--- src/rtl/core/brtc_pkg.sv ---
// shared types, constants and bcd helpers for the bus rtc register file
`default_nettype none

package brtc_pkg;

  localparam int STORE_BYTES = 64;
  localparam int PTR_W       = $clog2(STORE_BYTES);
  localparam int TIME_BYTES  = 7;
  localparam int FIX_BYTES   = 8;
  localparam int WIDE_W      = 9;

  localparam logic [6:0]  DEV_ADDR_RESET = 7'd104;
  localparam logic [15:0] TPS_RESET      = 16'd1;

  localparam int CFG_IDX_W  = 1;
  localparam int CFG_DATA_W = 16;
  localparam logic [CFG_IDX_W-1:0] CFG_DEV_ADDR = 1'd0;
  localparam logic [CFG_IDX_W-1:0] CFG_TPS      = 1'd1;

  typedef enum logic [2:0] {
    ACT_TICK,
    ACT_START,
    ACT_ADDR,
    ACT_WRITE,
    ACT_READ,
    ACT_STOP
  } action_e;

  typedef enum logic [1:0] {
    ERR_NONE,
    ERR_PTR,
    ERR_TIME
  } err_e;

  typedef struct packed {
    logic                       upd;
    err_e                       err;
    logic [TIME_BYTES-1:0][7:0] bytes;
  } time_adv_t;

  function automatic logic [7:0] bcd_inc(input logic [7:0] v);
    logic [7:0] r;
    if (v[3:0] == 4'd9) begin
      r = {v[7:4] + 4'd1, 4'd0};
    end else begin
      r = {v[7:4], v[3:0] + 4'd1};
    end
    return r;
  endfunction

  function automatic logic bcd_ok(input logic [7:0] v, input logic [7:0] lo,
                                  input logic [7:0] hi);
    return (v[3:0] <= 4'd9) && (v[7:4] <= 4'd9) && (v >= lo) && (v <= hi);
  endfunction

endpackage

`default_nettype wire

--- src/rtl/core/bcd_rtc_i2c_register_file_unit.sv ---
// top level of the bus-addressed bcd real-time clock with register store
//
//  channel  | direction | handshake               | payload
//  s_axis   | in        | tvalid/tready           | tuser action, tdata addr/dir/byte
//  m_axis   | out       | tvalid/tready           | tdata ack/read byte/error
//  cfg      | in        | cfg_we_i, no wait       | cfg_idx_i, cfg_data_i
//
// one request per cycle; each request is done in the cycle it is accepted and
// its result sits in the output register the next cycle
// store bytes 8 and up live in a ram whose read port follows the pointer
// reset restores the time bytes, control byte and pointer state at once
// s_axis_tready drops only while a result waits and m_axis_tready is low
`default_nettype none

module bcd_rtc_i2c_register_file_unit (
  input  wire logic                              clk_i,
  input  wire logic                              rst_ni,
  input  wire logic                              s_axis_tvalid,
  output logic                                   s_axis_tready,
  // bus_address[6:0], is_write[7], data_byte[15:8]
  input  wire logic [15:0]                       s_axis_tdata,
  // action[2:0]
  input  wire logic [2:0]                        s_axis_tuser,
  output logic                                   m_axis_tvalid,
  input  wire logic                              m_axis_tready,
  // acknowledged[0], read_byte[8:1], error_code[10:9], zero[15:11]
  output logic [15:0]                            m_axis_tdata,
  input  wire logic                              cfg_we_i,
  input  wire logic [brtc_pkg::CFG_IDX_W-1:0]    cfg_idx_i,
  input  wire logic [brtc_pkg::CFG_DATA_W-1:0]   cfg_data_i
);

  import brtc_pkg::*;

  logic [FIX_BYTES-1:0][7:0]  store_q, store_d;
  logic [TIME_BYTES-1:0][7:0] snap_q, snap_d;
  logic [STORE_BYTES-1:0]     vld_q, vld_d;
  logic [PTR_W-1:0]           ptr_q, ptr_d, ptr_inc;
  logic                       listen_q, listen_d;
  logic                       expect_q, expect_d;
  logic [15:0]                div_q, div_d;
  logic [6:0]                 dev_q;
  logic [15:0]                tps_q;
  logic                       m_valid_q, m_valid_d;
  logic [15:0]                m_data_q, m_data_d;

  action_e                    act;
  logic                       s_acc;
  logic [6:0]                 bus_addr;
  logic                       is_wr;
  logic [7:0]                 data;
  logic                       ack;
  logic [7:0]                 rd;
  err_e                       err;
  logic [16:0]                div_sum;
  logic [15:0]                limit;
  logic [WIDE_W-1:0]          ptr_x, data_x;
  logic                       ram_we;
  logic [7:0]                 ram_rdata;
  time_adv_t                  adv;

  brtc_time_adv u_adv (
    .time_i (store_q[TIME_BYTES-1:0]),
    .adv_o  (adv)
  );

  brtc_ram #(
    .WIDTH (8),
    .DEPTH (STORE_BYTES)
  ) u_ram (
    .clk_i   (clk_i),
    .we_i    (ram_we),
    .waddr_i (ptr_q),
    .wdata_i (data),
    .raddr_i (ptr_d),
    .rdata_o (ram_rdata)
  );

  assign s_axis_tready = !m_valid_q || m_axis_tready;
  assign s_acc         = s_axis_tvalid && s_axis_tready;
  assign m_axis_tvalid = m_valid_q;
  assign m_axis_tdata  = m_data_q;

  assign act      = action_e'(s_axis_tuser);
  assign bus_addr = s_axis_tdata[6:0];
  assign is_wr    = s_axis_tdata[7];
  assign data     = s_axis_tdata[15:8];
  assign ptr_x    = WIDE_W'(ptr_q);
  assign data_x   = WIDE_W'(data);
  assign ptr_inc  = (ptr_q == PTR_W'(STORE_BYTES - 1)) ? '0 : ptr_q + PTR_W'(1);

  always_comb begin
    store_d  = store_q;
    snap_d   = snap_q;
    vld_d    = vld_q;
    ptr_d    = ptr_q;
    listen_d = listen_q;
    expect_d = expect_q;
    div_d    = div_q;
    ram_we   = 1'b0;
    ack      = 1'b0;
    rd       = 8'h00;
    err      = ERR_NONE;
    limit    = (tps_q == 16'd0) ? 16'd1 : tps_q;
    div_sum  = {1'b0, div_q} + 17'd1;

    if (s_acc) begin
      case (act)
        ACT_TICK: begin
          if (div_sum >= {1'b0, limit}) begin
            div_d = '0;
            err   = adv.err;
            if (adv.upd) begin
              store_d[TIME_BYTES-1:0] = adv.bytes;
            end
          end else begin
            div_d = div_sum[15:0];
          end
        end
        ACT_START, ACT_STOP: begin
          listen_d = 1'b0;
        end
        ACT_ADDR: begin
          if (bus_addr == dev_q) begin
            listen_d = 1'b1;
            expect_d = is_wr;
            if (!is_wr) begin
              snap_d = store_q[TIME_BYTES-1:0];
            end
            ack = 1'b1;
          end
        end
        ACT_WRITE: begin
          if (listen_q) begin
            if (expect_q) begin
              if (data_x >= WIDE_W'(STORE_BYTES)) begin
                err = ERR_PTR;
              end else begin
                ptr_d    = data[PTR_W-1:0];
                expect_d = 1'b0;
                ack      = 1'b1;
              end
            end else begin
              if (ptr_q == '0) begin
                div_d = '0;
              end
              if (ptr_x < WIDE_W'(FIX_BYTES)) begin
                store_d[ptr_q[2:0]] = data;
              end else begin
                ram_we       = 1'b1;
                vld_d[ptr_q] = 1'b1;
              end
              ptr_d = ptr_inc;
              ack   = 1'b1;
            end
          end
        end
        ACT_READ: begin
          if (listen_q) begin
            if (ptr_x < WIDE_W'(TIME_BYTES)) begin
              rd = snap_q[ptr_q[2:0]];
            end else if (ptr_x < WIDE_W'(FIX_BYTES)) begin
              rd = store_q[ptr_q[2:0]];
            end else begin
              rd = vld_q[ptr_q] ? ram_rdata : 8'h00;
            end
            ptr_d = ptr_inc;
            ack   = 1'b1;
          end
        end
        default: begin
        end
      endcase
    end

    m_data_d = m_data_q;
    if (s_acc) begin
      m_valid_d = 1'b1;
      m_data_d  = {5'b0, err, rd, ack};
    end else if (m_axis_tready) begin
      m_valid_d = 1'b0;
    end else begin
      m_valid_d = m_valid_q;
    end
  end

  always_ff @(posedge clk_i or negedge rst_ni) begin
    if (!rst_ni) begin
      store_q   <= {8'h03, 8'h00, 8'h01, 8'h01, 8'h01, 8'h00, 8'h00, 8'h80};
      snap_q    <= '0;
      vld_q     <= '0;
      ptr_q     <= '0;
      listen_q  <= 1'b0;
      expect_q  <= 1'b0;
      div_q     <= '0;
      dev_q     <= DEV_ADDR_RESET;
      tps_q     <= TPS_RESET;
      m_valid_q <= 1'b0;
    end else begin
      store_q   <= store_d;
      snap_q    <= snap_d;
      vld_q     <= vld_d;
      ptr_q     <= ptr_d;
      listen_q  <= listen_d;
      expect_q  <= expect_d;
      div_q     <= div_d;
      m_valid_q <= m_valid_d;
      if (cfg_we_i) begin
        case (cfg_idx_i)
          CFG_DEV_ADDR: dev_q <= cfg_data_i[6:0];
          CFG_TPS:      tps_q <= cfg_data_i[15:0];
          default: begin
          end
        endcase
      end
    end
  end

  always_ff @(posedge clk_i) begin
    m_data_q <= m_data_d;
  end

endmodule

`default_nettype wire

--- src/rtl/core/brtc_ram.sv ---
// generic single-write, registered-read ram
`default_nettype none

module brtc_ram #(
  parameter int WIDTH = 8,
  parameter int DEPTH = 64
) (
  input  wire logic                     clk_i,
  input  wire logic                     we_i,
  input  wire logic [$clog2(DEPTH)-1:0] waddr_i,
  input  wire logic [WIDTH-1:0]         wdata_i,
  input  wire logic [$clog2(DEPTH)-1:0] raddr_i,
  output logic      [WIDTH-1:0]         rdata_o
);

  logic [WIDTH-1:0] mem_q [DEPTH];

  always_ff @(posedge clk_i) begin
    if (we_i) begin
      mem_q[waddr_i] <= wdata_i;
    end
    rdata_o <= mem_q[raddr_i];
  end

endmodule

`default_nettype wire

--- src/rtl/core/brtc_time_adv.sv ---
// one-second bcd advance of the time and date bytes
`default_nettype none

module brtc_time_adv (
  input  wire logic [brtc_pkg::TIME_BYTES-1:0][7:0] time_i,
  output brtc_pkg::time_adv_t                       adv_o
);

  import brtc_pkg::*;

  logic [7:0] sec, min, h12, h24, dow, date, mon, yr, md;
  logic       halt, twelve, pm, pm_n, ok, leap;
  logic       c_min, c_hr, c_day, c_mon, c_yr;
  logic [7:0] sec_n, min_n, hr_n, dow_n, date_n, mon_n, yr_n;
  logic [1:0] leap_sum;

  always_comb begin
    halt   = time_i[0][7];
    sec    = time_i[0] & 8'h7f;
    min    = time_i[1];
    twelve = time_i[2][6];
    pm     = time_i[2][5];
    h12    = time_i[2] & 8'h9f;
    h24    = time_i[2] & 8'hbf;
    dow    = time_i[3];
    date   = time_i[4];
    mon    = time_i[5];
    yr     = time_i[6];

    ok = bcd_ok(sec, 8'h00, 8'h59) && bcd_ok(min, 8'h00, 8'h59) &&
         (twelve ? bcd_ok(h12, 8'h01, 8'h12) : bcd_ok(h24, 8'h00, 8'h23)) &&
         bcd_ok(dow, 8'h01, 8'h07) && bcd_ok(date, 8'h01, 8'h31) &&
         bcd_ok(mon, 8'h01, 8'h12) && bcd_ok(yr, 8'h00, 8'h99);

    // year mod 4 from bcd digits
    leap_sum = yr[1:0] + {yr[4], 1'b0};
    leap     = (leap_sum == 2'd0);
    if (mon == 8'h02) begin
      md = leap ? 8'h29 : 8'h28;
    end else if (mon == 8'h04 || mon == 8'h06 || mon == 8'h09 || mon == 8'h11) begin
      md = 8'h30;
    end else begin
      md = 8'h31;
    end

    c_min = (sec == 8'h59);
    sec_n = c_min ? 8'h00 : bcd_inc(sec);
    c_hr  = c_min && (min == 8'h59);
    min_n = c_hr ? 8'h00 : (c_min ? bcd_inc(min) : min);

    pm_n = pm;
    if (twelve) begin
      c_day = c_hr && pm && (h12 == 8'h11);
      hr_n  = h12;
      if (c_hr) begin
        hr_n = (h12 == 8'h12) ? 8'h01 : bcd_inc(h12);
        if (h12 == 8'h11) begin
          pm_n = ~pm;
        end
      end
    end else begin
      c_day = c_hr && (h24 == 8'h23);
      hr_n  = c_hr ? ((h24 == 8'h23) ? 8'h00 : bcd_inc(h24)) : h24;
    end

    dow_n  = c_day ? ((dow == 8'h07) ? 8'h01 : dow + 8'h01) : dow;
    c_mon  = c_day && (date >= md);
    date_n = c_day ? (c_mon ? 8'h01 : bcd_inc(date)) : date;
    c_yr   = c_mon && (mon == 8'h12);
    mon_n  = c_mon ? (c_yr ? 8'h01 : bcd_inc(mon)) : mon;
    yr_n   = c_yr ? ((yr == 8'h99) ? 8'h00 : bcd_inc(yr)) : yr;

    adv_o.bytes[0] = {1'b0, sec_n[6:0]};
    adv_o.bytes[1] = min_n;
    adv_o.bytes[2] = twelve ? {2'b01, pm_n, hr_n[4:0]} : {2'b00, hr_n[5:0]};
    adv_o.bytes[3] = dow_n;
    adv_o.bytes[4] = date_n;
    adv_o.bytes[5] = mon_n;
    adv_o.bytes[6] = yr_n;

    if (halt) begin
      adv_o.upd = 1'b0;
      adv_o.err = ERR_NONE;
    end else if (!ok) begin
      adv_o.upd = 1'b0;
      adv_o.err = ERR_TIME;
    end else begin
      adv_o.upd = 1'b1;
      adv_o.err = ERR_NONE;
    end
  end

endmodule

`default_nettype wire

--- config.mk ---
export PLATFORM = sky130hd
export DESIGN_NAME = bcd_rtc_i2c_register_file_unit
export DESIGN_NICKNAME = d
export VERILOG_FILES = /design/src/rtl/core/brtc_pkg.sv /design/src/rtl/core/bcd_rtc_i2c_register_file_unit.sv /design/src/rtl/core/brtc_ram.sv /design/src/rtl/core/brtc_time_adv.sv
export SDC_FILE = /design/constraint.sdc
export NUM_CORES = 1
export LEC_CHECK = 0
export BUFFER_PORTS_ARGS = -buffer_cell sky130_fd_sc_hd__clkbuf_2
export CORE_MARGIN = 5
export CORE_UTILIZATION = 40
export CTS_CLUSTER_DIAMETER = 50
export DETAILED_ROUTE_END_ITERATION = 16
export SLEW_MARGIN = 20
export SYNTH_ARGS = -nofsm -noshare
export SYNTH_HDL_FRONTEND = slang
export SYNTH_SLANG_ARGS = --single-unit
--- constraint.sdc ---
create_clock -name clk_i -period 4.4 [get_ports clk_i]
set_clock_uncertainty 0.15 [all_clocks]
set_input_delay 0.66 -clock clk_i [delete_from_list [all_inputs] [get_ports clk_i]]
set_output_delay 0.66 -clock clk_i [all_outputs]
set_load 0.01 [all_outputs]
# After elaboration in Yosys (flattened, before gate mapping)
# Memories as Yosys holds them, arrays and structs flattened. A register that Yosys moved wholly into a read port is not among the register bits.
# Index checks and enable logic that the tools add are counted.
# word_totals
memories,1
in_bits,41
ff_bits,243
mem_bits_ro,0
ramBits,512
latchBits,0
# classes
bitwise,6
addsub,17
muxes,93
multipliers,0
div,0
magnitude_cmp,40
shifts,0
n_eq_ne,45
reduce_logical,73
# mem_list
name,words,width,read_ports,rd_ports_with_merged_regs,write_ports,line_no,source
u_ram.mem_q,64,8,1,1,1,brtc_ram.sv:16,logic [WIDTH-1:0] mem_q [DEPTH];
# op_table
operator,n
$mux 56,5
$mux 8,20
$pmux 56 s2,1
$mux 16,5
$mux 6,13
$bwmux 64,1
$or 64x64->64,1
$ge 8x1->1 const B,7
$le 4x4->1 const B,14
$bmux 8 s3,2
$add 4x1->4 const B,10
$reduce_and 8->1,5
$logic_and 1x1->1,39
$reduce_and 9->1,4
$pmux 16 s2,1
$mux 1,30
$demux 8 s3,1
$eq 4x4->1 const B,6
$eq 8x3->1 const B,3
$mux 7,3
$ne 3x1->1 const B,6
$add 16x1->17 const B,1
$ge 17x16->1,1
$eq 8x5->1 const B,2
other kinds (62),93

# Longest topological paths before layout
# logic_depth
word_depth,15
depth_mapped,18

# Cells and area by module
# A second synthesis with hierarchy kept.
# hier_totals
cells_unflattened,2349
area_unflattened_um2,35248.8
# modules_own_cells
mod,area_per_inst_um2,n_inst,cells_per_inst
brtc_ram,20236.9,1,967
bcd_rtc_i2c_register_file_unit,12743.5,1,1034
brtc_time_adv,2268.4,1,348

# Worst setup path after synthesis
# No wires, ideal clock.
# synth_path
path_kind,reg-to-reg
startpoint,register div_q[0]
endpoint,register store_q[40] (netlist bit)
synth_period_minus_slack_ps,3991
n_path_buf,3
slack_ps,409
stages_incl_launch_ff,19
t_arrival_ps,3759
cell_sequence,dfrtp_1 -> ha_1 -> nand3_1 -> nor3_1 -> and3_1 -> clkbuf_1 -> xor2_1 -> ha_1 -> a21o_1 -> a21o_1 -> a21oi_1 -> o211ai_1 -> a21oi_1 -> clkbuf_1 -> nor4_1 -> o221ai_1 -> clkbuf_1 -> nor3_1 -> a211o_1
# synth_via
elab_chain_cells,4
# synth_rtl
element,line_no,source
from (decl),bcd_rtc_i2c_register_file_unit.sv:41,"logic [15:0] div_q, div_d;"
from (signal assigned),bcd_rtc_i2c_register_file_unit.sv:206,div_q <= div_d;
$add 16x1->17,bcd_rtc_i2c_register_file_unit.sv:105,"div_sum = {1'b0, div_q} + 17'd1;"
$ge 17x16->1,bcd_rtc_i2c_register_file_unit.sv:110,"if (div_sum >= {1'b0, limit}) begin"
$ne 2x2->1 (no line),--,
$reduce_and 8->1 (no line),--,
to (signal assigned),bcd_rtc_i2c_register_file_unit.sv:189,"store_q <= {8'h03, 8'h00, 8'h01, 8'h01, 8'h01, 8'h00, 8'h00, 8'h80};"
to (signal assigned),bcd_rtc_i2c_register_file_unit.sv:200,store_q <= store_d;
to (decl),bcd_rtc_i2c_register_file_unit.sv:35,"logic [FIX_BYTES-1:0][7:0] store_q, store_d;"
# No other way between the ends.
# A chain may end at the register's enable or synchronous reset.

# Final worst setup path
# layout_path
startpoint,register expect_q
endpoint,register u_ram.rdata_o[0] (read register of u_ram.mem_q)
# layout_via
elab_chain_cells,4
# layout_rtl
element,line_no,source
from (decl),bcd_rtc_i2c_register_file_unit.sv:40,"logic expect_q, expect_d;"
from (signal assigned),bcd_rtc_i2c_register_file_unit.sv:205,expect_q <= expect_d;
$mux 6,bcd_rtc_i2c_register_file_unit.sv:135,if (expect_q) begin
$mux 6,bcd_rtc_i2c_register_file_unit.sv:134,if (listen_q) begin
$pmux 6 s2,bcd_rtc_i2c_register_file_unit.sv:108,case (act)
$mux 6,bcd_rtc_i2c_register_file_unit.sv:107,if (s_acc) begin
to (decl),brtc_ram.sv:13,output logic [WIDTH-1:0] rdata_o
# No other way between the ends.

==> impl_metrics.ini <==
[timing]
fin_crit_ns = 4.13
clock.fmax_mhz = 242
worstMarginPinSlew_ns = 1.06
slew_headroom = 0.290
rsz0062_at_grt = no
hold_violations = 0
setup_slack_ns = 0.266
finalCritPeriodShare = 0.939
drv_slew = 0
whs_ns = 0.0998
setup_viol_count_final = 0

[synthesis]
synth_common_cells = edfxtp_1 (523), nand2_1 (425), dfrtp_1 (222)
yosysMostFrequentCell = edfxtp_1
synth-seq-cells = 763
synth_top_area_frac = 0.464
yosysSeqAreaShare = 0.641
synth_edf_count = 523
avgSynthCellArea_sq_um = 12.0
synthFlopType = edfxtp_1
synth_top_area_cell = edfxtp_1
synth_cell_type_count = 87
yosys_warnings = 0
synthTopCellsByArea = edfxtp_1 (46%), dfrtp_1 (16%), nand2_1 (4.7%)
syn_inst = 2817
synthArstFlopShare = 0.304
syn_area_sq_um = 33800

[final_layout]
final_nets = 3168
fin_util = 0.481
area_growth_pct = 19.0
drive_above_1_share = 0.205
antenna_cells = 0
final_cell_area_sq_um = 40200
instances_no_fill = 4295
fillers = 7435

[setup_path]
crit_type = reg2reg
startpoint = expect_q
start_kind = flip-flop
worstPathRequired_ns = 4.85
critical_path.max_fanout = 8
cp_data_arrival_time_ns = 4.58
cp-end-kind = flip-flop
rr_startpoint = expect_q

[floorplanning]
die_y_um = 301
rows = 106
start_util = 0.404
dieArea_sq_um = 90400
pin_count = 59
core-area_sq_um = 83700
fp.dieW_um = 301

[clock_tree]
clockRootBuffer = clkbuf_16
cts_tree = built
ctsLongestPathBuffers = 3
clkLatencyLatePin_ns = 0.66
cts_inserted_buffers = 90
h-tree-depth = 3
post_cts_buffers = 0
clock_sink_count = 763
clk_pin_slew_worst_paths_ns = 0.06

[pwr]
ir_drop_mv = 0.342
switching_share = 0.260
p_leak_nw = 15.7
p_int_mw = 13.0
pwr-share-comb = 0.102
pwr-share-clk = 0.430
switchingPower_mw = 4.58
seqPwrFrac = 0.468
powerDensity_nw_per_um2 = 437

[global_route]
grt_pass1_wl_um = 157000
grt_max_degree = 115
grt-ovfl-total = 0
grt_pass1_vias = 24600
global_route.usage.total = 0.228
antenna_found_initial = 1

[placed_design]
dp_slack_ns = -0.0317
dp_cells = 4126
gp_congestion = 0.928
io_buffers = 53
post-dp-hpwl_um = 69400
place_area_sq_um = 37200

[drt]
ant_nets = 0
first_pass_iters = 5
dr.first_iter.drc_count = 2589
m1WireLength_um = 44000
drt_wl_total_um = 104000
wl_per_cell_um = 24.3
dr_wl_met2_um = 48900
wl_met3_um = 7680
via_count = 25000
via_per_inst = 5.82
top_layer = met4
drt_drc_violations_left = 0

[hold_path]
hp-start = cfg_data_i[8]
hp-class = in2reg

[flow_run]
max_cap_violations = 0

[outcome]
status = completed
==> logic make-up (layout without fill, tap and decap cells) <==
kind of cell	count (synthesis)	after routing	synth area share
simple gates	985	985	0.139
flops	763	763	0.641
compound gates	645	645	0.132
buf+inv	252	528	0.0308
mux	105	105	0.0350
fa+ha+maj	42	42	0.0155
xor+xnor	24	24	0.00622
other cells	1	69	0.000111
==> power by group through the flow <==
stage | clock, mW | sequential [mW] | combinational, mW
after floorplan | 0 | 8.19 | 1.13
after global placement | 0 | 8.36 | 1.73
after detailed placement | 0 | 8.37 | 1.77
after CTS | 7.68 | 8.23 | 1.78
after global routing | 8.01 | 8.26 | 1.97
final | 7.56 | 8.24 | 1.79
==> metal layers <==
metal  track usage  vias to the layer above
met5             0                        -
met4        0.0840                        0
met3        0.0362                      190
met2         0.366                     1057
met1         0.315                    12700
li1              -                    11100
==> layout make-up <==
type                       count  area, sq um  share of cell area
sequential                   763        21700               0.539
multi-input combinational   1870        11400               0.283
clock buffer                 118         2510              0.0624
timing repair buffer         307         2460              0.0611
tap                         1134         1420              0.0353
clock inverter                50          562              0.0140
inverter                      53          206             0.00513
==> cells in the final DEF (no fill, tap or decap), types with 18 or more instances in the layout <==
cell type,synthesis,final
a211oi_1,90,90
a21oi_1,107,107
a221oi_1,18,18
a22o_1,21,21
a22oi_1,36,35
a311oi_1,51,51
a31oi_1,60,60
and3_1,112,112
buf_12,0,22
buf_4,10,231
clkbuf_16,0,93
clkbuf_2,1,49
conb_1,1,69
dfrtp_1,222,221
edfxtp_1,523,523
ha_1,42,42
inv_1,48,48
mux2_2,94,94
nand2_1,425,425
nand3_1,137,137
nor2_1,120,120
nor3_1,23,19
nor4_1,27,27
o21ai_0,120,119
o22ai_1,23,23
or2_2,57,57
==> flip-flops by register name (all words and copies together), names as in the netlist <==
name / cells
u_ram.rdata_o: 8
m_axis_tdata: 11
expect_q: 1
vld_q: 64
dev_q: 7
tps_q: 16
ptr_q: 6
listen_q: 1
snap_q: 56
div_q: 16
u_ram.mem_q: 512
store_q: 64
m_axis_tvalid: 1
==> critical path: stages, from the launching register on <==
cell and delay (ns):
dfrtp_1 0.49, buf_4 0.21, nor4bb_1 0.40, buf_4 0.20
nor2_1 0.07, o2111ai_1 0.28, a22oi_2 0.14, buf_4 0.18
buf_4 0.13, nor2_1 0.55, buf_4 0.23, a31oi_1 0.08
buf_4 0.14, a21oi_1 0.53, a221o_1 0.27
==> timing repair <==
action | CTS | global route
endpoints found under the hold margin | 51 | 0
endpoints found under the setup margin | 0 | 4
hold buffers | 1 | 0
gates resized for setup | 0 | 2
==> through the flow <==
stage / total power [mW] / setup TNS (ns)
6_report: 17.6 / 0
3_5_place_dp: 10.1 / -0.0317
3_3_place_gp: 10.1 / 0
2_1_floorplan: 9.32 / 0
5_1_grt: 18.2 / 0
4_1_cts: 17.7 / 0
==> final timing paths <==
check                                   end  slack [ns]  cells past startpoint
min in group asynchronous        snap_q[28]        0.52                      2
max                        u_ram.rdata_o[0]        0.27                     14
max in group asynchronous         vld_q[18]        2.53                      3
min                                tps_q[8]         0.1                      2
min reg2reg                        vld_q[1]        0.22                      0
max reg2reg                u_ram.rdata_o[0]        0.27                     14
No activity file was read; power rests on OpenSTA's default activity.
